==> src/hw/rtl/wgsp_pkg.sv <==
package wgsp_pkg;

   // Event codes on the result channel
   localparam logic [2:0] EV_HEADER = 3'd0;
   localparam logic [2:0] EV_POINT  = 3'd1;
   localparam logic [2:0] EV_START  = 3'd2;
   localparam logic [2:0] EV_DONE   = 3'd3;
   localparam logic [2:0] EV_ERROR  = 3'd4;

   // Error codes
   localparam logic [2:0] ERR_NONE   = 3'd0;
   localparam logic [2:0] ERR_TRUNC  = 3'd1;
   localparam logic [2:0] ERR_ORDER  = 3'd2;
   localparam logic [2:0] ERR_TYPE   = 3'd3;
   localparam logic [2:0] ERR_MEMBER = 3'd4;

   // Nesting levels of start events
   localparam logic [1:0] LVL_TOP    = 2'd0;
   localparam logic [1:0] LVL_MEMBER = 2'd1;
   localparam logic [1:0] LVL_RING   = 2'd2;

   // WKB geometry type codes
   localparam logic [2:0] GEOM_NONE       = 3'd0;
   localparam logic [2:0] GEOM_POINT      = 3'd1;
   localparam logic [2:0] GEOM_LINESTRING = 3'd2;
   localparam logic [2:0] GEOM_POLYGON    = 3'd3;
   localparam logic [2:0] GEOM_MPOINT     = 3'd4;
   localparam logic [2:0] GEOM_MLINE      = 3'd5;
   localparam logic [2:0] GEOM_MPOLYGON   = 3'd6;

   // Byte-order marks
   localparam logic [7:0] ORDER_LITTLE = 8'h01;
   localparam logic [7:0] ORDER_BIG    = 8'h00;

   localparam logic [31:0] GEO_SRID_RESET = 32'd4326;

   // One result item
   typedef struct packed {
      logic [2:0]  event_res;
      logic [31:0] srid;
      logic [2:0]  geom_type;
      logic [63:0] x_bits;
      logic [63:0] y_bits;
      logic [31:0] element_count;
      logic [1:0]  nest_level;
      logic [2:0]  error_code;
      logic        is_last;
   } rsp_item_type;

   // Results produced by one byte, first item first
   typedef struct packed {
      logic [1:0]   count;
      rsp_item_type first;
      rsp_item_type second;
   } rsp_pair_type;

endpackage

==> src/hw/rtl/wgsp_if.sv <==
interface wgsp_req_if;
   logic       valid;
   logic       ready;
   logic [7:0] data_byte;
   logic       last_byte;

   modport source (output valid, output data_byte, output last_byte, input ready);
   modport sink (input valid, input data_byte, input last_byte, output ready);
endinterface

interface wgsp_rsp_if;
   logic        valid;
   logic        ready;
   logic [2:0]  event_res;
   logic [31:0] srid;
   logic [2:0]  geom_type;
   logic [63:0] x_bits;
   logic [63:0] y_bits;
   logic [31:0] element_count;
   logic [1:0]  nest_level;
   logic [2:0]  error_code;
   logic        is_last;

   modport source (output valid, output event_res, output srid, output geom_type,
                   output x_bits, output y_bits, output element_count, output nest_level,
                   output error_code, output is_last, input ready);
   modport sink (input valid, input event_res, input srid, input geom_type,
                 input x_bits, input y_bits, input element_count, input nest_level,
                 input error_code, input is_last, output ready);
endinterface

==> src/hw/rtl/wgsp_parser.sv <==
module wgsp_parser
   import wgsp_pkg::*;
(
   input  logic         clock,
   input  logic         reset,
   input  logic         step,
   input  logic [7:0]   data_byte,
   input  logic         last_byte,
   input  logic [31:0]  geographic_srid,
   output rsp_pair_type results
);

   // Parse phases
   localparam logic [3:0] PH_SRID     = 4'd0;
   localparam logic [3:0] PH_ORDER    = 4'd1;
   localparam logic [3:0] PH_TYPE     = 4'd2;
   localparam logic [3:0] PH_TOPCOUNT = 4'd3;
   localparam logic [3:0] PH_MORDER   = 4'd4;
   localparam logic [3:0] PH_MTYPE    = 4'd5;
   localparam logic [3:0] PH_MCOUNT   = 4'd6;
   localparam logic [3:0] PH_RCOUNT   = 4'd7;
   localparam logic [3:0] PH_X        = 4'd8;
   localparam logic [3:0] PH_Y        = 4'd9;

   logic [3:0]  phase_ff, phase_in;
   logic [2:0]  byte_ff, byte_in;
   logic [63:0] assembly_ff, assembly_in;
   logic [63:0] first_ff, first_in;
   logic        little_ff, little_in;
   logic [31:0] srid_ff, srid_in;
   logic [2:0]  top_ff, top_in;
   logic [31:0] members_ff, members_in;
   logic [31:0] rings_ff, rings_in;
   logic [31:0] points_ff, points_in;
   logic        finished_ff, finished_in;

   logic        take_en;
   logic        long_field;
   logic        field_done;
   logic [63:0] word;
   logic [31:0] count_word;
   logic [2:0]  expect_member;

   logic        pri_valid;
   logic [2:0]  pri_event;
   logic [63:0] pri_x, pri_y;
   logic [31:0] pri_count;
   logic [1:0]  pri_level;
   logic        term_valid;
   logic [2:0]  term_event;
   logic [2:0]  term_err;
   logic        do_end_point, do_end_ring, do_end_member;
   rsp_item_type pri_item, term_item;

   // Field assembly: little-endian bytes land by position, big-endian shift in
   always_comb begin
      take_en    = (phase_ff != PH_ORDER) && (phase_ff != PH_MORDER) && (phase_ff <= PH_Y);
      long_field = (phase_ff == PH_X) || (phase_ff == PH_Y);
      field_done = long_field ? (byte_ff == 3'd7) : (byte_ff == 3'd3);
      if ((phase_ff == PH_SRID) || little_ff) begin
         word = assembly_ff | ({56'd0, data_byte} << {byte_ff, 3'b000});
      end else begin
         word = {assembly_ff[55:0], data_byte};
      end
      count_word    = word[31:0];
      expect_member = top_ff - 3'd3;
   end

   // Next parse state and the events of this byte
   always_comb begin
      phase_in    = phase_ff;
      byte_in     = byte_ff;
      assembly_in = assembly_ff;
      first_in    = first_ff;
      little_in   = little_ff;
      srid_in     = srid_ff;
      top_in      = top_ff;
      members_in  = members_ff;
      rings_in    = rings_ff;
      points_in   = points_ff;
      finished_in = finished_ff;

      pri_valid  = 1'b0;
      pri_event  = EV_HEADER;
      pri_x      = 64'd0;
      pri_y      = 64'd0;
      pri_count  = 32'd0;
      pri_level  = LVL_TOP;
      term_valid = 1'b0;
      term_event = EV_DONE;
      term_err   = ERR_NONE;
      do_end_point  = 1'b0;
      do_end_ring   = 1'b0;
      do_end_member = 1'b0;

      if (!finished_ff) begin
         if (take_en) begin
            if (field_done) begin
               assembly_in = 64'd0;
               byte_in     = 3'd0;
            end else begin
               assembly_in = word;
               byte_in     = byte_ff + 3'd1;
            end
         end

         case (phase_ff)
            PH_SRID: begin
               if (field_done) begin
                  srid_in  = count_word;
                  phase_in = PH_ORDER;
               end
            end
            PH_ORDER, PH_MORDER: begin
               if ((data_byte == ORDER_LITTLE) || (data_byte == ORDER_BIG)) begin
                  little_in = (data_byte == ORDER_LITTLE);
                  phase_in  = (phase_ff == PH_ORDER) ? PH_TYPE : PH_MTYPE;
               end else begin
                  term_valid  = 1'b1;
                  term_event  = EV_ERROR;
                  term_err    = ERR_ORDER;
                  finished_in = 1'b1;
               end
            end
            PH_TYPE: begin
               if (field_done) begin
                  if ((count_word[31:3] == 29'd0) && (count_word[2:0] != GEOM_NONE) &&
                      (count_word[2:0] != 3'd7)) begin
                     top_in    = count_word[2:0];
                     pri_valid = 1'b1;
                     pri_event = EV_HEADER;
                     phase_in  = (count_word[2:0] == GEOM_POINT) ? PH_X : PH_TOPCOUNT;
                  end else begin
                     term_valid  = 1'b1;
                     term_event  = EV_ERROR;
                     term_err    = ERR_TYPE;
                     finished_in = 1'b1;
                  end
               end
            end
            PH_TOPCOUNT: begin
               if (field_done) begin
                  pri_valid = 1'b1;
                  pri_event = EV_START;
                  pri_count = count_word;
                  pri_level = LVL_TOP;
                  if (top_ff == GEOM_LINESTRING) begin
                     points_in = count_word;
                     phase_in  = PH_X;
                  end else if (top_ff == GEOM_POLYGON) begin
                     rings_in = count_word;
                     phase_in = PH_RCOUNT;
                  end else begin
                     members_in = count_word;
                     phase_in   = PH_MORDER;
                  end
                  if (count_word == 32'd0) begin
                     term_valid  = 1'b1;
                     finished_in = 1'b1;
                  end
               end
            end
            PH_MTYPE: begin
               if (field_done) begin
                  if (count_word != {29'd0, expect_member}) begin
                     term_valid  = 1'b1;
                     term_event  = EV_ERROR;
                     term_err    = ERR_MEMBER;
                     finished_in = 1'b1;
                  end else begin
                     phase_in = (top_ff == GEOM_MPOINT) ? PH_X : PH_MCOUNT;
                  end
               end
            end
            PH_MCOUNT: begin
               if (field_done) begin
                  pri_valid = 1'b1;
                  pri_event = EV_START;
                  pri_count = count_word;
                  pri_level = LVL_MEMBER;
                  if (top_ff == GEOM_MLINE) begin
                     points_in = count_word;
                     phase_in  = PH_X;
                  end else begin
                     rings_in = count_word;
                     phase_in = PH_RCOUNT;
                  end
                  do_end_member = (count_word == 32'd0);
               end
            end
            PH_RCOUNT: begin
               if (field_done) begin
                  pri_valid = 1'b1;
                  pri_event = EV_START;
                  pri_count = count_word;
                  pri_level = LVL_RING;
                  points_in = count_word;
                  phase_in  = PH_X;
                  do_end_ring = (count_word == 32'd0);
               end
            end
            PH_X: begin
               if (field_done) begin
                  first_in = word;
                  phase_in = PH_Y;
               end
            end
            PH_Y: begin
               if (field_done) begin
                  pri_valid = 1'b1;
                  pri_event = EV_POINT;
                  if (srid_ff == geographic_srid) begin
                     pri_x = word;
                     pri_y = first_ff;
                  end else begin
                     pri_x = first_ff;
                     pri_y = word;
                  end
                  do_end_point = 1'b1;
               end
            end
            default: begin
               phase_in = PH_SRID;
            end
         endcase

         // Unwind the nesting after a point or an empty count
         if (do_end_point) begin
            if (top_ff == GEOM_POINT) begin
               term_valid  = 1'b1;
               finished_in = 1'b1;
            end else if (top_ff == GEOM_MPOINT) begin
               do_end_member = 1'b1;
            end else begin
               points_in = points_ff - 32'd1;
               if (points_in != 32'd0) begin
                  phase_in = PH_X;
               end else if (top_ff == GEOM_LINESTRING) begin
                  term_valid  = 1'b1;
                  finished_in = 1'b1;
               end else if (top_ff == GEOM_MLINE) begin
                  do_end_member = 1'b1;
               end else begin
                  do_end_ring = 1'b1;
               end
            end
         end
         if (do_end_ring) begin
            rings_in = rings_ff - 32'd1;
            if (rings_in != 32'd0) begin
               phase_in = PH_RCOUNT;
            end else if (top_ff == GEOM_POLYGON) begin
               term_valid  = 1'b1;
               finished_in = 1'b1;
            end else begin
               do_end_member = 1'b1;
            end
         end
         if (do_end_member) begin
            members_in = members_ff - 32'd1;
            if (members_in != 32'd0) begin
               phase_in = PH_MORDER;
            end else begin
               term_valid  = 1'b1;
               finished_in = 1'b1;
            end
         end

         // Frame ended with the geometry still open
         if (!finished_in && last_byte) begin
            term_valid  = 1'b1;
            term_event  = EV_ERROR;
            term_err    = ERR_TRUNC;
            finished_in = 1'b1;
         end
      end
   end

   // Pack the events; terminal event follows the primary one
   always_comb begin
      pri_item.event_res     = pri_event;
      pri_item.srid          = srid_in;
      pri_item.geom_type     = top_in;
      pri_item.x_bits        = pri_x;
      pri_item.y_bits        = pri_y;
      pri_item.element_count = pri_count;
      pri_item.nest_level    = pri_level;
      pri_item.error_code    = ERR_NONE;
      pri_item.is_last       = !term_valid;

      term_item.event_res     = term_event;
      term_item.srid          = srid_in;
      term_item.geom_type     = top_in;
      term_item.x_bits        = 64'd0;
      term_item.y_bits        = 64'd0;
      term_item.element_count = 32'd0;
      term_item.nest_level    = LVL_TOP;
      term_item.error_code    = term_err;
      term_item.is_last       = 1'b1;

      results.count  = {1'b0, pri_valid} + {1'b0, term_valid};
      results.first  = pri_valid ? pri_item : term_item;
      results.second = term_item;
      if (!step) begin
         results.count = 2'd0;
      end
   end

   // Parse state; a transfer of the byte marked last resets it for a fresh frame
   always_ff @(posedge clock) begin
      if (reset || (step && last_byte)) begin
         phase_ff    <= PH_SRID;
         byte_ff     <= 3'd0;
         assembly_ff <= 64'd0;
         first_ff    <= 64'd0;
         little_ff   <= 1'b1;
         srid_ff     <= 32'd0;
         top_ff      <= GEOM_NONE;
         members_ff  <= 32'd0;
         rings_ff    <= 32'd0;
         points_ff   <= 32'd0;
         finished_ff <= 1'b0;
      end else if (step) begin
         phase_ff    <= phase_in;
         byte_ff     <= byte_in;
         assembly_ff <= assembly_in;
         first_ff    <= first_in;
         little_ff   <= little_in;
         srid_ff     <= srid_in;
         top_ff      <= top_in;
         members_ff  <= members_in;
         rings_ff    <= rings_in;
         points_ff   <= points_in;
         finished_ff <= finished_in;
      end
   end

endmodule

==> src/hw/rtl/wgsp_rsp_queue.sv <==
module wgsp_rsp_queue
   import wgsp_pkg::*;
(
   input  logic         clock,
   input  logic         reset,
   input  rsp_pair_type push,
   output logic         room,
   output logic         out_valid,
   input  logic         out_ready,
   output rsp_item_type out_item
);

   localparam int unsigned DEPTH = 4;

   rsp_item_type entry_ff [DEPTH];
   logic [1:0] wr_ptr_ff, wr_ptr_in;
   logic [1:0] rd_ptr_ff, rd_ptr_in;
   logic [2:0] count_ff, count_in;
   logic       pop;
   logic [1:0] wr_next;

   // Room for the two results one byte can cause
   assign room      = (count_ff <= 3'd2);
   assign out_valid = (count_ff != 3'd0);
   assign out_item  = entry_ff[rd_ptr_ff];
   assign pop       = out_valid && out_ready;
   assign wr_next   = wr_ptr_ff + 2'd1;

   always_comb begin
      wr_ptr_in = wr_ptr_ff + push.count;
      rd_ptr_in = rd_ptr_ff + {1'b0, pop};
      count_in  = count_ff + {1'b0, push.count} - {2'b00, pop};
   end

   // Storage, written one or two entries per transfer
   always_ff @(posedge clock) begin
      if (push.count != 2'd0) begin
         entry_ff[wr_ptr_ff] <= push.first;
      end
      if (push.count == 2'd2) begin
         entry_ff[wr_next] <= push.second;
      end
   end

   always_ff @(posedge clock) begin
      if (reset) begin
         wr_ptr_ff <= 2'd0;
         rd_ptr_ff <= 2'd0;
         count_ff  <= 3'd0;
      end else begin
         wr_ptr_ff <= wr_ptr_in;
         rd_ptr_ff <= rd_ptr_in;
         count_ff  <= count_in;
      end
   end

endmodule

==> src/hw/rtl/wkb_geometry_stream_parser.sv <==
// A result is queued on the byte transfer that causes it and offered on rsp from that queue.
// Throughput: one byte per cycle; a byte that causes two results needs two result
// transfers, buffered in a four-entry queue that accepts bytes while it holds two or fewer.
// Reset (synchronous, active high) returns the parse state to the start of a frame,
// empties the result queue and sets the geographic SRID register to 4326.
module wkb_geometry_stream_parser
   import wgsp_pkg::*;
(
   input  logic        clock,
   input  logic        reset,
   wgsp_req_if.sink    req_chan,
   wgsp_rsp_if.source  rsp_chan,
   input  logic        csr_write_enable,
   input  logic [31:0] csr_write_data
);

   logic [31:0]  geo_srid_ff;
   logic         req_transfer;
   logic         queue_room;
   rsp_pair_type pair;
   rsp_item_type head;

   // Geographic SRID register
   always_ff @(posedge clock) begin
      if (reset) begin
         geo_srid_ff <= GEO_SRID_RESET;
      end else if (csr_write_enable) begin
         geo_srid_ff <= csr_write_data;
      end
   end

   assign req_chan.ready = queue_room;
   assign req_transfer   = req_chan.valid && queue_room;

   wgsp_parser u_parser (
      .clock           (clock),
      .reset           (reset),
      .step            (req_transfer),
      .data_byte       (req_chan.data_byte),
      .last_byte       (req_chan.last_byte),
      .geographic_srid (geo_srid_ff),
      .results         (pair)
   );

   wgsp_rsp_queue u_queue (
      .clock     (clock),
      .reset     (reset),
      .push      (pair),
      .room      (queue_room),
      .out_valid (rsp_chan.valid),
      .out_ready (rsp_chan.ready),
      .out_item  (head)
   );

   // Result channel payload
   assign rsp_chan.event_res     = head.event_res;
   assign rsp_chan.srid          = head.srid;
   assign rsp_chan.geom_type     = head.geom_type;
   assign rsp_chan.x_bits        = head.x_bits;
   assign rsp_chan.y_bits        = head.y_bits;
   assign rsp_chan.element_count = head.element_count;
   assign rsp_chan.nest_level    = head.nest_level;
   assign rsp_chan.error_code    = head.error_code;
   assign rsp_chan.is_last       = head.is_last;

endmodule

==> src/flat_wrapper.sv <==
// flat-port wrapper written by rule: the top's interface ports become plain ports
module wkb_geometry_stream_parser_flat import wgsp_pkg::*;
  (clock, reset, csr_write_enable, csr_write_data, req_chan_valid, req_chan_data_byte, req_chan_last_byte, req_chan_ready, rsp_chan_valid, rsp_chan_event_res, rsp_chan_srid, rsp_chan_geom_type, rsp_chan_x_bits, rsp_chan_y_bits, rsp_chan_element_count, rsp_chan_nest_level, rsp_chan_error_code, rsp_chan_is_last, rsp_chan_ready);
  wgsp_req_if req_chan_i ();
  wgsp_rsp_if rsp_chan_i ();
  input  logic clock;
  input  logic reset;
  input  logic csr_write_enable;
  input  logic [31:0] csr_write_data;
  input wire logic [$bits(req_chan_i.valid)-1:0] req_chan_valid;
  input wire logic [$bits(req_chan_i.data_byte)-1:0] req_chan_data_byte;
  input wire logic [$bits(req_chan_i.last_byte)-1:0] req_chan_last_byte;
  output wire logic [$bits(req_chan_i.ready)-1:0] req_chan_ready;
  output wire logic [$bits(rsp_chan_i.valid)-1:0] rsp_chan_valid;
  output wire logic [$bits(rsp_chan_i.event_res)-1:0] rsp_chan_event_res;
  output wire logic [$bits(rsp_chan_i.srid)-1:0] rsp_chan_srid;
  output wire logic [$bits(rsp_chan_i.geom_type)-1:0] rsp_chan_geom_type;
  output wire logic [$bits(rsp_chan_i.x_bits)-1:0] rsp_chan_x_bits;
  output wire logic [$bits(rsp_chan_i.y_bits)-1:0] rsp_chan_y_bits;
  output wire logic [$bits(rsp_chan_i.element_count)-1:0] rsp_chan_element_count;
  output wire logic [$bits(rsp_chan_i.nest_level)-1:0] rsp_chan_nest_level;
  output wire logic [$bits(rsp_chan_i.error_code)-1:0] rsp_chan_error_code;
  output wire logic [$bits(rsp_chan_i.is_last)-1:0] rsp_chan_is_last;
  input wire logic [$bits(rsp_chan_i.ready)-1:0] rsp_chan_ready;
  assign req_chan_i.valid = req_chan_valid;
  assign req_chan_i.data_byte = req_chan_data_byte;
  assign req_chan_i.last_byte = req_chan_last_byte;
  assign req_chan_ready = req_chan_i.ready;
  assign rsp_chan_valid = rsp_chan_i.valid;
  assign rsp_chan_event_res = rsp_chan_i.event_res;
  assign rsp_chan_srid = rsp_chan_i.srid;
  assign rsp_chan_geom_type = rsp_chan_i.geom_type;
  assign rsp_chan_x_bits = rsp_chan_i.x_bits;
  assign rsp_chan_y_bits = rsp_chan_i.y_bits;
  assign rsp_chan_element_count = rsp_chan_i.element_count;
  assign rsp_chan_nest_level = rsp_chan_i.nest_level;
  assign rsp_chan_error_code = rsp_chan_i.error_code;
  assign rsp_chan_is_last = rsp_chan_i.is_last;
  assign rsp_chan_i.ready = rsp_chan_ready;
  wkb_geometry_stream_parser u_core (.clock(clock), .reset(reset), .req_chan(req_chan_i), .rsp_chan(rsp_chan_i), .csr_write_enable(csr_write_enable), .csr_write_data(csr_write_data));
endmodule
==> config.mk <==
export PLATFORM = sky130hd
export DESIGN_NAME = wkb_geometry_stream_parser_flat
export DESIGN_NICKNAME = d
export VERILOG_FILES = /design/src/hw/rtl/wgsp_pkg.sv /design/src/hw/rtl/wgsp_if.sv /design/src/hw/rtl/wgsp_parser.sv /design/src/hw/rtl/wgsp_rsp_queue.sv /design/src/hw/rtl/wkb_geometry_stream_parser.sv /design/src/flat_wrapper.sv
export SDC_FILE = /design/constraint.sdc
export NUM_CORES = 2
export LEC_CHECK = 0
export BUFFER_PORTS_ARGS = -buffer_cell sky130_fd_sc_hd__buf_2
export CAP_MARGIN = 20
export CORE_UTILIZATION = 60
export DETAILED_ROUTE_END_ITERATION = 8
export PLACE_DENSITY = 0.85
export SYNTH_ARGS = -nofsm -noshare
export SYNTH_HDL_FRONTEND = slang
export SYNTH_HIERARCHICAL = 1
export SYNTH_SLANG_ARGS = --single-unit
==> constraint.sdc <==
create_clock -name clock -period 26.3 [get_ports clock]
set_input_delay 0 -clock clock [delete_from_list [all_inputs] [get_ports clock]]
set_output_delay 0 -clock clock [all_outputs]
set_load 0.01 [all_outputs]
==> results.toml <==
[final_layout]
multi_input_area_sq_mm = 0.0271
drive_gt1_frac = 0.281
syn2layout_area_growth_pct = 9.63
final_nets = 5201
fill_cells = 6772
seqCellArea_sq_mm = 0.0307
postLayoutCoreUtil = 0.669

[sta]
clock_skew_ns = 0.0474
fmax_ghz = 0.111
drv_slew = 0
fin_crit_sh = 0.342
post-route-min-period_ns = 8.98
fin_setup_tns_ns = 0
worst_slew_pin_slew_ns = 1.25
slew_headroom = 0.168
setup_viol = 0
finalHoldViolCount = 0
rsz0062_at_grt = "false"

[clocking]
cts_resized = 0
postCtsHoldBufs = 68
cts_tree = "yes"
cts.root.buffer_cell = "clkbuf_16"
numCtsBuffers = 113
clock_latency_ns = 0.74
clockBufferDepth = 3
postCtsSetupBuffers = 0
clock-sinks = 1123
h-tree-depth = 3
clkTransAtPathRegs_ns = 0.07

[yosys]
avgSynthCellArea_sq_um = 12.0
synth_edf_count = 816
ys_seq_area_frac = 0.508
ys_ff_latch = 1123
synthFlopType = "edfxtp_1"
syn_inst = 5020
yosysWarnings = 6
synthArstFlopShare = 0
syn_area_sq_mm = 0.0604
yosysUniqueCellTypes = 94

[route]
met2WireLength_mm = 81.0
dr_total_vias = 43200
wl_met1_mm = 63.8
drc = 0
routed.top_layer = "met5"
wirelength_mm = 172
wl_met3_mm = 17.7
drtPass1Iterations = 8
dr.first_iter.drc_count = 5818
ant_nets = 0
vias_per_cell = 6.62
avgRoutedWirePerCell_um = 26.3

[setup_path]
max_stage_delay_ns = 0.91
critPathSlowestCell = "nor4_1"
cp_num_buf_inv = 4
worst-endpoint-required_ns = 26.77
worstPathArrival_ns = 9.45
crit_chain = "nor4_1 > o21bai_1 > a22oi_1 > nand3_1 > or2_2 > o32a_1 > o32ai_1 > nor2_1 > a21oi_1 > ha_1 > inv_1 > nor2_1 > nor4b_4 > buf_4 > buf_4 > buf_4 > mux2_1"
endpoint_kind = "flip-flop"
crit_family = "simple AND/OR/NAND/NOR gates"
cp_max_fo = 58
crit_path_frequent_cell = "buf_4"
crit_path_start_kind = "flip-flop"
critPathKind = "flip-flop to flip-flop"

[floorplanning]
die_w_um = 319
io_pins = 252
rows = 115
initial_utilization = 0.610
die_y_um = 319
core_sq_mm = 0.0990
dieArea_sq_mm = 0.102

[job]
drv_cap = 0

[placement]
hpwl_mm = 102
gp_congestion = 1.00
io_buffers = 251

[pwr]
cellLeakagePower_uw = 0.0250
power_density_mw_per_mm2 = 70.0
vdd_ir_drop_max_mv = 0.0686

[global_routing]
grt_pass1_vias = 42500
antenna_found_initial = 13
grt_use_total = 0.331
grt_max_degree = 144
gr-total-overflow = 0
grt_pass1_wl_mm = 258

[status]
status = "finished, final reports clean"

[min_path]
hold_class = "input pin to flip-flop"
==> cells in the mapped netlist, types with 10 or more instances <==
cell / number / area share
nor2b_1: 20 / 0.0021
inv_1: 38 / 0.0024
nor2_1: 310 / 0.019
o21ai_0: 175 / 0.015
o22ai_1: 42 / 0.0044
xnor2_1: 44 / 0.0064
and2_1: 17 / 0.0018
nand3_1: 34 / 0.0028
a21oi_1: 309 / 0.026
nor3_1: 89 / 0.0074
mux2i_1: 62 / 0.010
or4_1: 27 / 0.0034
clkbuf_1: 217 / 0.013
o21ai_1: 10 / 0.00083
or2_2: 15 / 0.0016
or3_1: 20 / 0.0021
mux4_2: 204 / 0.076
dfxtp_1: 307 / 0.10
ha_1: 16 / 0.0033
nand2b_1: 15 / 0.0016
buf_2: 76 / 0.0063
a22oi_1: 89 / 0.011
nand2_1: 567 / 0.035
nand4_1: 36 / 0.0037
a31oi_1: 16 / 0.0017
mux2_1: 160 / 0.030
o21a_1: 18 / 0.0022
edfxtp_1: 816 / 0.41
buf_4: 249 / 0.031
a211oi_1: 39 / 0.0048
xor2_1: 18 / 0.0026
buf_1: 28 / 0.0017
mux2_2: 672 / 0.13
a21boi_0: 13 / 0.0016
nor4_1: 44 / 0.0046
and3_1: 23 / 0.0024
==> placed cells by master, fill, tap and decap left out, types with 13 or more instances in the layout <==
master / Yosys / routed
o22ai_1: 42 / 42
or2_2: 15 / 15
and2_1: 17 / 16
a21oi_1: 309 / 304
a211oi_1: 39 / 39
clkbuf_16: 0 / 120
buf_2: 76 / 255
nor2b_1: 20 / 19
mux2i_1: 62 / 62
o21ai_0: 175 / 174
nand2_1: 567 / 566
nand3_1: 34 / 31
nand2b_1: 15 / 15
or4_1: 27 / 27
nor2_1: 310 / 305
ha_1: 16 / 16
nand4_1: 36 / 36
or3_1: 20 / 20
nor4_1: 44 / 44
a22oi_1: 89 / 89
mux4_2: 204 / 204
edfxtp_1: 816 / 816
inv_1: 38 / 38
o21a_1: 18 / 18
clkinv_2: 0 / 19
a31oi_1: 16 / 16
mux2_1: 160 / 160
xor2_1: 18 / 18
clkbuf_8: 0 / 17
nor3_1: 89 / 88
clkbuf_1: 217 / 26
dlygate4sd3_1: 0 / 68
buf_4: 249 / 86
conb_1: 2 / 163
dfxtp_1: 307 / 305
and3_1: 23 / 22
a21boi_0: 13 / 13
xnor2_1: 44 / 44
mux2_2: 672 / 672
==> final cells by class <==
type,count,area share
Sequential cell,1123,0.463
Multi-Input combinational cell,3442,0.409
Clock buffer,163,0.0504
Timing Repair Buffer,418,0.0419
Tap cell,1287,0.0243
Clock inverter,53,0.00851
Inverter,40,0.00227
Antenna cell,7,0.000265
==> layer usage <==
layer	vias to the layer above	GRT usage
li1	18800	-
met1	21300	0.425
met2	2642	0.530
met3	527	0.0700
met4	8	0.167
met5	-	0
==> power by group <==
part	leakage (uW)	internal [uW]	total [uW]	switching, uW
sequential	0.0111	1980	2030	47.1
combinational	0.0119	365	916	551
clock	0.00192	972	1690	716
==> sequential cells by signal (all words and copies together) (netlist names) <==
name                         count
u_core/u_queue/wr_ptr_ff         2
u_core/u_parser/rings_ff        32
u_core/u_parser/srid_ff         32
u_core/u_queue/rd_ptr_ff         2
u_core/u_parser/byte_ff          3
u_core/u_parser/finished_ff      1
u_core/u_parser/little_ff        1
u_core/u_parser/assembly_ff     64
u_core/u_parser/top_ff           3
u_core/u_parser/members_ff      32
u_core/u_parser/phase_ff         4
u_core/u_queue/count_ff          3
u_core/geo_srid_ff              32
u_core/u_queue/entry_ff        816
u_core/u_parser/points_ff       32
u_core/u_parser/first_ff        64
==> metrics by stage <==
| stage | instance area, sq um | cells | setup WS [ns] | total power [uW] | hold WS [ns] |
|---|---|---|---|---|---|
| after floorplan | 61000 | 5181 | 11.27 | 2670 | 0.0716 |
| after global placement | 61500 | 6235 | 17.70 | 2950 | 0.213 |
| after detailed placement | 61600 | 6237 | 17.65 | 2960 | 0.213 |
| after CTS | 66100 | 6521 | 17.58 | 4630 | 0.00375 |
| after global routing | 66200 | 6528 | 16.99 | 4760 | 0.0104 |
| final | 66200 | 6533 | 17.32 | 4630 | 0.0171 |
==> logic make-up after synthesis <==
group | after synthesis | share of synthesized area
AOI/OAI and AO/OA | 830 | 0.0844
buffers and inverters | 616 | 0.0565
muxes | 1098 | 0.242
other | 2 | 0.000124
and+or+nand+nor | 1270 | 0.0964
adders and majority gates | 17 | 0.00365
xor gates and xnor gates | 64 | 0.00974
DFF | 1123 | 0.508
==> worst register-to-register path, delay by kind of cell (launching register included) <==
family,cells,cell delay (ns)
and+or+nand+nor,6,3.00
buffers and inverters,4,2.41
AOI/OAI and AO/OA,5,2.20
DFF,1,0.51
muxes,1,0.44
adders and majority gates,1,0.17
==> worst paths after layout <==
path,end,slack (ns),cells after the start,start
setup reg to reg,u_core/u_queue/entry_ff[1][86],17.32,17,u_core/u_parser/phase_ff[0]
hold reg to reg,u_core/u_parser/first_ff[59],0.47,2,u_core/u_parser/first_ff[59]
setup / recovery,u_core/u_queue/entry_ff[1][86],17.32,17,u_core/u_parser/phase_ff[0]
hold / removal,u_core/geo_srid_ff[7],0.02,3,csr_write_data[7]
Note: power is estimated with default switching activity, not from simulation.
